--- src/hw/rtl/chacha20_block_function_unit_defines.svh ---
// assertion macros shared by the chacha20 block function rtl
// expects clk and rst to be in scope where a macro is used
`ifndef CHACHA20_BLOCK_FUNCTION_UNIT_DEFINES_SVH
`define CHACHA20_BLOCK_FUNCTION_UNIT_DEFINES_SVH

// trigger holds now, check holds on the next clock
`define CC20_ASSERT_NXT(label, trig, chk, msg) \
  label: assert property (@(posedge clk) disable iff (rst) (trig) |=> (chk)) \
    else $error(msg);

// trigger and check hold on the same clock
`define CC20_ASSERT_IMP(label, trig, chk, msg) \
  label: assert property (@(posedge clk) disable iff (rst) (trig) |-> (chk)) \
    else $error(msg);

`endif

--- src/hw/rtl/cc20_pkg.sv ---
`timescale 1ns / 1ps
// package for the chacha20 block function unit: microcode types, step
// addresses and the microcode rom; no dependencies
package cc20_pkg;

  localparam int WORD_W = 32;
  localparam int CNT_W  = 4;
  localparam int STEP_W = 4;

  localparam logic [CNT_W-1:0] LAST_CNT = 4'd15;

  // datapath operations
  typedef enum logic [2:0] {
    OP_NOP,
    OP_LOAD,
    OP_COPY,
    OP_STEP_AD,
    OP_STEP_CB,
    OP_DIAG,
    OP_UNDIAG,
    OP_EMIT
  } op_t;

  // sequencing conditions
  typedef enum logic [2:0] {
    COND_NEXT,
    COND_WAIT_LOAD,
    COND_LOOP,
    COND_WAIT_EMIT,
    COND_JUMP
  } cond_t;

  typedef struct packed {
    op_t               op;
    logic              rot_hi;
    cond_t             cond;
    logic [STEP_W-1:0] target;
  } ucode_t;

  // control from sequencer to datapath
  typedef struct packed {
    op_t  op;
    logic rot_hi;
    logic load_en;
    logic emit_en;
    logic last;
  } ctrl_t;

  // program addresses
  localparam logic [STEP_W-1:0] STEP_LOAD      = 4'd0;
  localparam logic [STEP_W-1:0] STEP_COPY      = 4'd1;
  localparam logic [STEP_W-1:0] STEP_COL_A16   = 4'd2;
  localparam logic [STEP_W-1:0] STEP_COL_C12   = 4'd3;
  localparam logic [STEP_W-1:0] STEP_COL_A8    = 4'd4;
  localparam logic [STEP_W-1:0] STEP_COL_C7    = 4'd5;
  localparam logic [STEP_W-1:0] STEP_DIAG      = 4'd6;
  localparam logic [STEP_W-1:0] STEP_DIA_A16   = 4'd7;
  localparam logic [STEP_W-1:0] STEP_DIA_C12   = 4'd8;
  localparam logic [STEP_W-1:0] STEP_DIA_A8    = 4'd9;
  localparam logic [STEP_W-1:0] STEP_DIA_C7    = 4'd10;
  localparam logic [STEP_W-1:0] STEP_ROUND_END = 4'd11;
  localparam logic [STEP_W-1:0] STEP_EMIT      = 4'd12;

  // microcode rom
  function automatic ucode_t ucode(input logic [STEP_W-1:0] addr);
    ucode_t cw;
    cw.op     = OP_NOP;
    cw.rot_hi = 1'b0;
    cw.cond   = COND_NEXT;
    cw.target = STEP_LOAD;
    case (addr)
      STEP_LOAD: begin
        cw.op   = OP_LOAD;
        cw.cond = COND_WAIT_LOAD;
      end
      STEP_COPY: cw.op = OP_COPY;
      STEP_COL_A16, STEP_DIA_A16: cw.op = OP_STEP_AD;
      STEP_COL_C12, STEP_DIA_C12: cw.op = OP_STEP_CB;
      STEP_COL_A8, STEP_DIA_A8: begin
        cw.op     = OP_STEP_AD;
        cw.rot_hi = 1'b1;
      end
      STEP_COL_C7, STEP_DIA_C7: begin
        cw.op     = OP_STEP_CB;
        cw.rot_hi = 1'b1;
      end
      STEP_DIAG: cw.op = OP_DIAG;
      STEP_ROUND_END: begin
        cw.op     = OP_UNDIAG;
        cw.cond   = COND_LOOP;
        cw.target = STEP_COL_A16;
      end
      STEP_EMIT: begin
        cw.op     = OP_EMIT;
        cw.cond   = COND_WAIT_EMIT;
        cw.target = STEP_LOAD;
      end
      default: begin
        cw.op     = OP_NOP;
        cw.cond   = COND_JUMP;
        cw.target = STEP_LOAD;
      end
    endcase
    return cw;
  endfunction

endpackage

--- src/hw/rtl/cc20_sequencer.sv ---
`timescale 1ns / 1ps
// microcode sequencer: step counter, rom lookup, load/round/emit counters
// depends on cc20_pkg and chacha20_block_function_unit_defines.svh
`include "chacha20_block_function_unit_defines.svh"

module cc20_sequencer #(
  parameter int ROUND_PAIRS = 10
) (
  input  logic            clk,
  input  logic            rst,
  input  logic            in_valid,
  output logic            in_stall,
  input  logic            out_valid,
  input  logic            out_stall,
  output cc20_pkg::ctrl_t ctrl
);

  localparam int RND_W = (ROUND_PAIRS > 1) ? $clog2(ROUND_PAIRS) : 1;
  localparam logic [RND_W-1:0] RND_LAST = RND_W'(ROUND_PAIRS - 1);

  logic [cc20_pkg::STEP_W-1:0] step;
  logic [cc20_pkg::STEP_W-1:0] step_next;
  logic [cc20_pkg::CNT_W-1:0]  load_cnt;
  logic [cc20_pkg::CNT_W-1:0]  emit_cnt;
  logic [RND_W-1:0]            round_cnt;
  cc20_pkg::ucode_t            cw;
  logic                        load_en;
  logic                        emit_en;
  logic                        rounds_left;

  // rom lookup and handshake enables
  always_comb begin
    cw          = cc20_pkg::ucode(step);
    load_en     = (cw.op == cc20_pkg::OP_LOAD) && in_valid;
    emit_en     = (cw.op == cc20_pkg::OP_EMIT) && (!out_valid || !out_stall);
    rounds_left = (round_cnt != RND_LAST);
  end

  // next step
  always_comb begin
    step_next = step;
    case (cw.cond)
      cc20_pkg::COND_NEXT: step_next = step + cc20_pkg::STEP_W'(1);
      cc20_pkg::COND_WAIT_LOAD: begin
        if (load_en && (load_cnt == cc20_pkg::LAST_CNT)) begin
          step_next = step + cc20_pkg::STEP_W'(1);
        end
      end
      cc20_pkg::COND_LOOP: begin
        step_next = rounds_left ? cw.target : step + cc20_pkg::STEP_W'(1);
      end
      cc20_pkg::COND_WAIT_EMIT: begin
        if (emit_en && (emit_cnt == cc20_pkg::LAST_CNT)) begin
          step_next = cw.target;
        end
      end
      cc20_pkg::COND_JUMP: step_next = cw.target;
      default: step_next = cc20_pkg::STEP_LOAD;
    endcase
  end

  // control outputs
  always_comb begin
    in_stall     = (cw.op != cc20_pkg::OP_LOAD);
    ctrl.op      = cw.op;
    ctrl.rot_hi  = cw.rot_hi;
    ctrl.load_en = load_en;
    ctrl.emit_en = emit_en;
    ctrl.last    = (emit_cnt == cc20_pkg::LAST_CNT);
  end

  // step counter and loop counters
  always_ff @(posedge clk) begin
    if (rst) begin
      step      <= cc20_pkg::STEP_LOAD;
      load_cnt  <= '0;
      emit_cnt  <= '0;
      round_cnt <= '0;
    end else begin
      step <= step_next;
      if (load_en) begin
        load_cnt <= load_cnt + cc20_pkg::CNT_W'(1);
      end
      if (emit_en) begin
        emit_cnt <= emit_cnt + cc20_pkg::CNT_W'(1);
      end
      if (cw.op == cc20_pkg::OP_COPY) begin
        round_cnt <= '0;
      end else if ((cw.cond == cc20_pkg::COND_LOOP) && rounds_left) begin
        round_cnt <= round_cnt + RND_W'(1);
      end
    end
  end

  // checks
  `CC20_ASSERT_NXT(a_load_to_copy, load_en && (load_cnt == cc20_pkg::LAST_CNT),
                   step == cc20_pkg::STEP_COPY, "copy does not follow sixteenth word")
  `CC20_ASSERT_NXT(a_emit_to_load, emit_en && (emit_cnt == cc20_pkg::LAST_CNT),
                   (step == cc20_pkg::STEP_LOAD) && (load_cnt == '0), "no return to load")
  `CC20_ASSERT_NXT(a_round_exit, (step == cc20_pkg::STEP_ROUND_END) && !rounds_left,
                   (step == cc20_pkg::STEP_EMIT) && (emit_cnt == '0), "bad round exit")
  `CC20_ASSERT_IMP(a_emit_clean, emit_en, load_cnt == '0, "emit with partial load")

endmodule

--- src/hw/rtl/cc20_datapath.sv ---
`timescale 1ns / 1ps
// datapath: saved input words, working words, four quarter-round lanes
// and the output register; depends on cc20_pkg
module cc20_datapath (
  input  logic                          clk,
  input  logic                          rst,
  input  cc20_pkg::ctrl_t               ctrl,
  input  logic [cc20_pkg::WORD_W-1:0]   state_word,
  output logic                          out_valid,
  input  logic                          out_stall,
  output logic [cc20_pkg::WORD_W-1:0]   key_word,
  output logic                          key_last
);

  logic [cc20_pkg::WORD_W-1:0] saved      [16];
  logic [cc20_pkg::WORD_W-1:0] saved_next [16];
  logic [cc20_pkg::WORD_W-1:0] work       [16];
  logic [cc20_pkg::WORD_W-1:0] work_next  [16];
  logic [cc20_pkg::WORD_W-1:0] lane_a     [4];
  logic [cc20_pkg::WORD_W-1:0] lane_c     [4];

  // rotate for the a/d half step: 16 or 8
  function automatic logic [31:0] rot_ad(input logic [31:0] x, input logic hi);
    return hi ? {x[23:0], x[31:24]} : {x[15:0], x[31:16]};
  endfunction

  // rotate for the c/b half step: 12 or 7
  function automatic logic [31:0] rot_cb(input logic [31:0] x, input logic hi);
    return hi ? {x[24:0], x[31:25]} : {x[19:0], x[31:20]};
  endfunction

  // lane adders, one per column
  always_comb begin
    for (int i = 0; i < 4; i++) begin
      lane_a[i] = work[i] + work[4 + i];
      lane_c[i] = work[8 + i] + work[12 + i];
    end
  end

  // next values of the word registers
  always_comb begin
    saved_next = saved;
    work_next  = work;
    case (ctrl.op)
      cc20_pkg::OP_LOAD: begin
        if (ctrl.load_en) begin
          for (int i = 0; i < 15; i++) begin
            saved_next[i] = saved[i + 1];
          end
          saved_next[15] = state_word;
        end
      end
      cc20_pkg::OP_COPY: work_next = saved;
      cc20_pkg::OP_STEP_AD: begin
        for (int i = 0; i < 4; i++) begin
          work_next[i]      = lane_a[i];
          work_next[12 + i] = rot_ad(work[12 + i] ^ lane_a[i], ctrl.rot_hi);
        end
      end
      cc20_pkg::OP_STEP_CB: begin
        for (int i = 0; i < 4; i++) begin
          work_next[8 + i] = lane_c[i];
          work_next[4 + i] = rot_cb(work[4 + i] ^ lane_c[i], ctrl.rot_hi);
        end
      end
      // row r turns left by r so diagonals line up as columns
      cc20_pkg::OP_DIAG: begin
        for (int r = 1; r < 4; r++) begin
          for (int i = 0; i < 4; i++) begin
            work_next[4 * r + i] = work[4 * r + ((i + r) & 3)];
          end
        end
      end
      cc20_pkg::OP_UNDIAG: begin
        for (int r = 1; r < 4; r++) begin
          for (int i = 0; i < 4; i++) begin
            work_next[4 * r + i] = work[4 * r + ((i + 4 - r) & 3)];
          end
        end
      end
      // shift both word sets down as words leave
      cc20_pkg::OP_EMIT: begin
        if (ctrl.emit_en) begin
          for (int i = 0; i < 15; i++) begin
            work_next[i]  = work[i + 1];
            saved_next[i] = saved[i + 1];
          end
        end
      end
      default: ;
    endcase
  end

  // word registers
  always_ff @(posedge clk) begin
    saved <= saved_next;
    work  <= work_next;
  end

  // output register with final feed-forward add
  always_ff @(posedge clk) begin
    if (rst) begin
      out_valid <= 1'b0;
    end else if (ctrl.emit_en) begin
      out_valid <= 1'b1;
    end else if (!out_stall) begin
      out_valid <= 1'b0;
    end
    if (ctrl.emit_en) begin
      key_word <= work[0] + saved[0];
      key_last <= ctrl.last;
    end
  end

endmodule

--- src/hw/rtl/chacha20_block_function_unit.sv ---
`timescale 1ns / 1ps
// top level of the chacha20 block function unit
// depends on cc20_pkg, cc20_sequencer and cc20_datapath
// Usage:
//   Input channel (state_word, in_valid, in_stall): sixteen items per block,
//   state words 0 to 15 in order. An item is taken at a clock edge with
//   in_valid high and in_stall low; in_stall is low only while loading.
//   Output channel (key_word, key_last, out_valid, out_stall): sixteen items
//   per block, keystream words 0 to 15, key_last high on word 15.
//   Steps per block: one load step per input item, one copy step, then
//   ROUND_PAIRS round pairs (four half steps per round plus one row-turn
//   step each way, one add per lane per cycle), then one emit step per key
//   item through the single output register. One block is in work at a
//   time.
//   Reset: the sequencer returns to loading with all counters at zero and
//   the output register empty; word storage is not cleared.
//   Receiver stall: the output register holds its item, the emit step waits
//   and the input stays stalled until word 15 is in the output register.

module chacha20_block_function_unit #(
  parameter int ROUND_PAIRS = 10
) (
  input  logic        clk,
  input  logic        rst,
  input  logic        in_valid,
  output logic        in_stall,
  input  logic [31:0] state_word,
  output logic        out_valid,
  input  logic        out_stall,
  output logic [31:0] key_word,
  output logic        key_last
);

  cc20_pkg::ctrl_t ctrl;

  // program sequencer
  cc20_sequencer #(
    .ROUND_PAIRS(ROUND_PAIRS)
  ) u_seq (
    .clk      (clk),
    .rst      (rst),
    .in_valid (in_valid),
    .in_stall (in_stall),
    .out_valid(out_valid),
    .out_stall(out_stall),
    .ctrl     (ctrl)
  );

  // word storage and lanes
  cc20_datapath u_dp (
    .clk       (clk),
    .rst       (rst),
    .ctrl      (ctrl),
    .state_word(state_word),
    .out_valid (out_valid),
    .out_stall (out_stall),
    .key_word  (key_word),
    .key_last  (key_last)
  );

endmodule

--- config.mk ---
export PLATFORM = sky130hd
export DESIGN_NAME = chacha20_block_function_unit
export DESIGN_NICKNAME = d
export VERILOG_FILES = /design/src/hw/rtl/cc20_pkg.sv /design/src/hw/rtl/cc20_sequencer.sv /design/src/hw/rtl/cc20_datapath.sv /design/src/hw/rtl/chacha20_block_function_unit.sv
export VERILOG_INCLUDE_DIRS = /design/src /design/src/hw/rtl
export SDC_FILE = /design/constraint.sdc
export NUM_CORES = 2
export LEC_CHECK = 0
export BUFFER_PORTS_ARGS = -buffer_cell sky130_fd_sc_hd__buf_2
export CELL_PAD_IN_SITES_DETAIL_PLACEMENT = 1
export CELL_PAD_IN_SITES_GLOBAL_PLACEMENT = 2
export CORE_MARGIN = 4
export CORE_UTILIZATION = 24
export DETAILED_ROUTE_END_ITERATION = 8
export PLACE_DENSITY_LB_ADDON = 0.25
export SYNTH_ARGS = -nofsm -noshare
export SYNTH_HDL_FRONTEND = slang
export SYNTH_HIERARCHICAL = 1
export SYNTH_SLANG_ARGS = --single-unit
--- constraint.sdc ---
create_clock -name clk -period 14.77 [get_ports clk]
set_input_delay 2.2155 -clock clk [delete_from_list [all_inputs] [get_ports clk]]
set_output_delay 2.2155 -clock clk [all_outputs]
set_load 0.02 [all_outputs]
==> run metrics <==
number of enable flip-flop cells after synthesis about 1100; min-delay worst type flip-flop to flip-flop; clock latency on the worst-skew pair a little under 0.9 ns; CP Data Arrival Time between 6 and 7 ns; DR vias/cell ~5.6; Initial Util 0.241; Place WS slightly above 8 ns; via count between 60000 and 70000; final WL between 400 and 500 mm; Cell Chain, Critical Path inv_1 > ha_1 > nor2_1 > o21ai_0 > o311a_4 > buf_4 > buf_4 > nand2_4 > buf_4 > o22ai_1 > a21oi_1 > a21oi_1 > o41ai_2 > buf_4; CP most frequent cell buf_4; first-pass GRT wire length between 500 and 600 mm; number of synthesized register bits 1074; total grt overflow 0; number of fillers in the final layout approximately 33000; post-CTS setup buffer count 0; startpoint types flip-flop; critical path peak fanout 60; fin. max-slew vios 0; synthesized instance count 7151; crit path capture type flip-flop; commonest non-fill, non-tap cell in the layout edfxtp_1; CTS tree built; CTS sink cnt roughly 1100; largest net degree at the start of global routing about 150; setup TNS 0 ns; post_cts resized 0; RSZ-0062 raised after global routing no; deepest clock path buffer count 4; syn nets 7483; initial antenna violation count 36; # Max-Cap Violations 0; Setup CP Type flip-flop to flip-flop; Die Span Y 549 µm; Core ar. between 200000 and 300000 µm²; Data required, critical path 15.38 ns; clk slew on worst S/H paths about 0.060 ns; WL/cell around 38 µm; DRT Pass-1 Iters 6; setup violators final 0; GPL Wtd Cong approximately 1.0; Layout Skew 0.0920 ns; Worst Max-Slew Pin Slew around 1.4 ns; die footprint roughly 300000 µm²; post-DP HPWL around 320 mm; Critical path buffers and inverters 5; P&R area growth vs syn 14.2%; DRC 0; Final nets 7414; crit-path max cell delay 0.72 ns; cts hold-fix bufs 0; final worst path period need a little over 6 ns; Crit path max-delay family compound AO/OA/AOI/OAI gates; initial drt markers 7499; slew margin rel. 0.0817; commonest cells after routing, fill and taps aside edfxtp_1 (1057), o21ai_0 (692), nand2_1 (617); final core utilization 0.276; Synth Cell Area approximately 70000 µm²; post-route ant nets 0; fmax between 150 and 200 MHz; GR Util All Layers 0.267; htree depth 4; Row Count approximately 200; Top FF cell, synth edfxtp_1; # IOs 71; number of global-route vias before repair 60600; CTS buffer count roughly 150; PortBufs 70; Final Cycle Share 0.411; root buffer cell clkbuf_16; post-synthesis sequential area ratio 0.456; share of layout cells above drive strength 1 0.0868; run status complete, no violations; crit path max-delay cell type a21oi_1; final setup margin 8.70 ns; Final Hold Viols 0; YS warnings 6; Synth cell types 95; Avg Inst Size Synth 9.83 µm²; die span in x about 550 µm; FFs w/ async S/R, synth 0
## worst min-delay path, stage by stage, from the launching register on
cell and delay (ns):
dfxtp_1 0.32, o31ai_1 0.07, a21oi_1 0.06
## cells in the mapped netlist, types with 102 or more instances
| library cell | count | share of area |
|---|---|---|
| nor2b_1 | 472 | 0.042 |
| inv_1 | 161 | 0.0086 |
| a21o_1 | 183 | 0.020 |
| edfxtp_1 | 1057 | 0.45 |
| a21oi_1 | 538 | 0.038 |
| clkbuf_1 | 405 | 0.022 |
| o21ai_0 | 696 | 0.050 |
| xor2_1 | 204 | 0.025 |
| ha_1 | 287 | 0.051 |
| o211ai_1 | 142 | 0.015 |
| xnor2_1 | 296 | 0.037 |
| a221oi_1 | 102 | 0.013 |
| mux2i_1 | 158 | 0.022 |
| nor2_1 | 543 | 0.029 |
| nand2_1 | 624 | 0.033 |
## sequential cells by signal, indices dropped and copies added (netlist names)
name	flops
u_seq/emit_cnt	4
u_dp/work	512
u_dp/key_word	32
u_dp/key_last	1
u_seq/step	4
u_dp/saved	512
u_seq/round_cnt	4
u_seq/load_cnt	4
u_dp/out_valid	1
## kinds of logic after synthesis
family                     Yosys count  synth area share
and+or+nand+nor                   2067             0.141
xor gates and xnor gates           523            0.0698
buffers and inverters              631            0.0344
muxes                              223            0.0331
DFF                               1074             0.456
AOI/OAI and AO/OA                 2337             0.212
adders and majority gates          296            0.0536
## final timing paths
check / from / cells after the start / to / slack [ns]
setup / recovery: u_seq/step[1]$_SDFFE_PP0P_ / 14 / u_dp/work[68]$_DFFE_PP_ / 8.70
hold / removal: u_seq/emit_cnt[3]$_SDFFE_PP0P_ / 2 / u_seq/emit_cnt[3]$_SDFFE_PP0P_ / 0.50
setup reg to reg: u_seq/step[1]$_SDFFE_PP0P_ / 14 / u_dp/work[68]$_DFFE_PP_ / 8.70
hold reg to reg: u_seq/emit_cnt[3]$_SDFFE_PP0P_ / 2 / u_seq/emit_cnt[3]$_SDFFE_PP0P_ / 0.50
## area by class of cell
class | count | area (µm²) | area share
flip-flops and latches | 1074 | 32100 | 0.399
clock inverters | 75 | 727 | 0.00905
inverters | 164 | 633 | 0.00788
repair buffers | 244 | 1780 | 0.0221
clock buffers | 188 | 4020 | 0.0501
diodes | 18 | 45.0 | 0.000561
multi-input cells | 5446 | 36200 | 0.450
well taps | 3900 | 4880 | 0.0607
## metrics by stage
stage,hold WS (ns),instance area (µm²),std cells
after floorplan,0.448,70300,7151
after global placement,0.460,75500,10800
after detailed placement,0.483,75500,10800
after CTS,0.492,80300,11100
after global routing,0.519,80300,11100
final,0.502,80300,11100
## metal layers
layer / vias up / track usage / wire, µm
li1: 26500 / - / -
met1: 32500 / 0.350 / 176000
met2: 2612 / 0.399 / 178000
met3: 622 / 0.0565 / 32000
met4: 10 / 0.170 / 32400
met5: - / 0 / 70
Power is not shown: default switching activity piles up to over one toggle a cycle in this logic, so the estimate is an artifact.
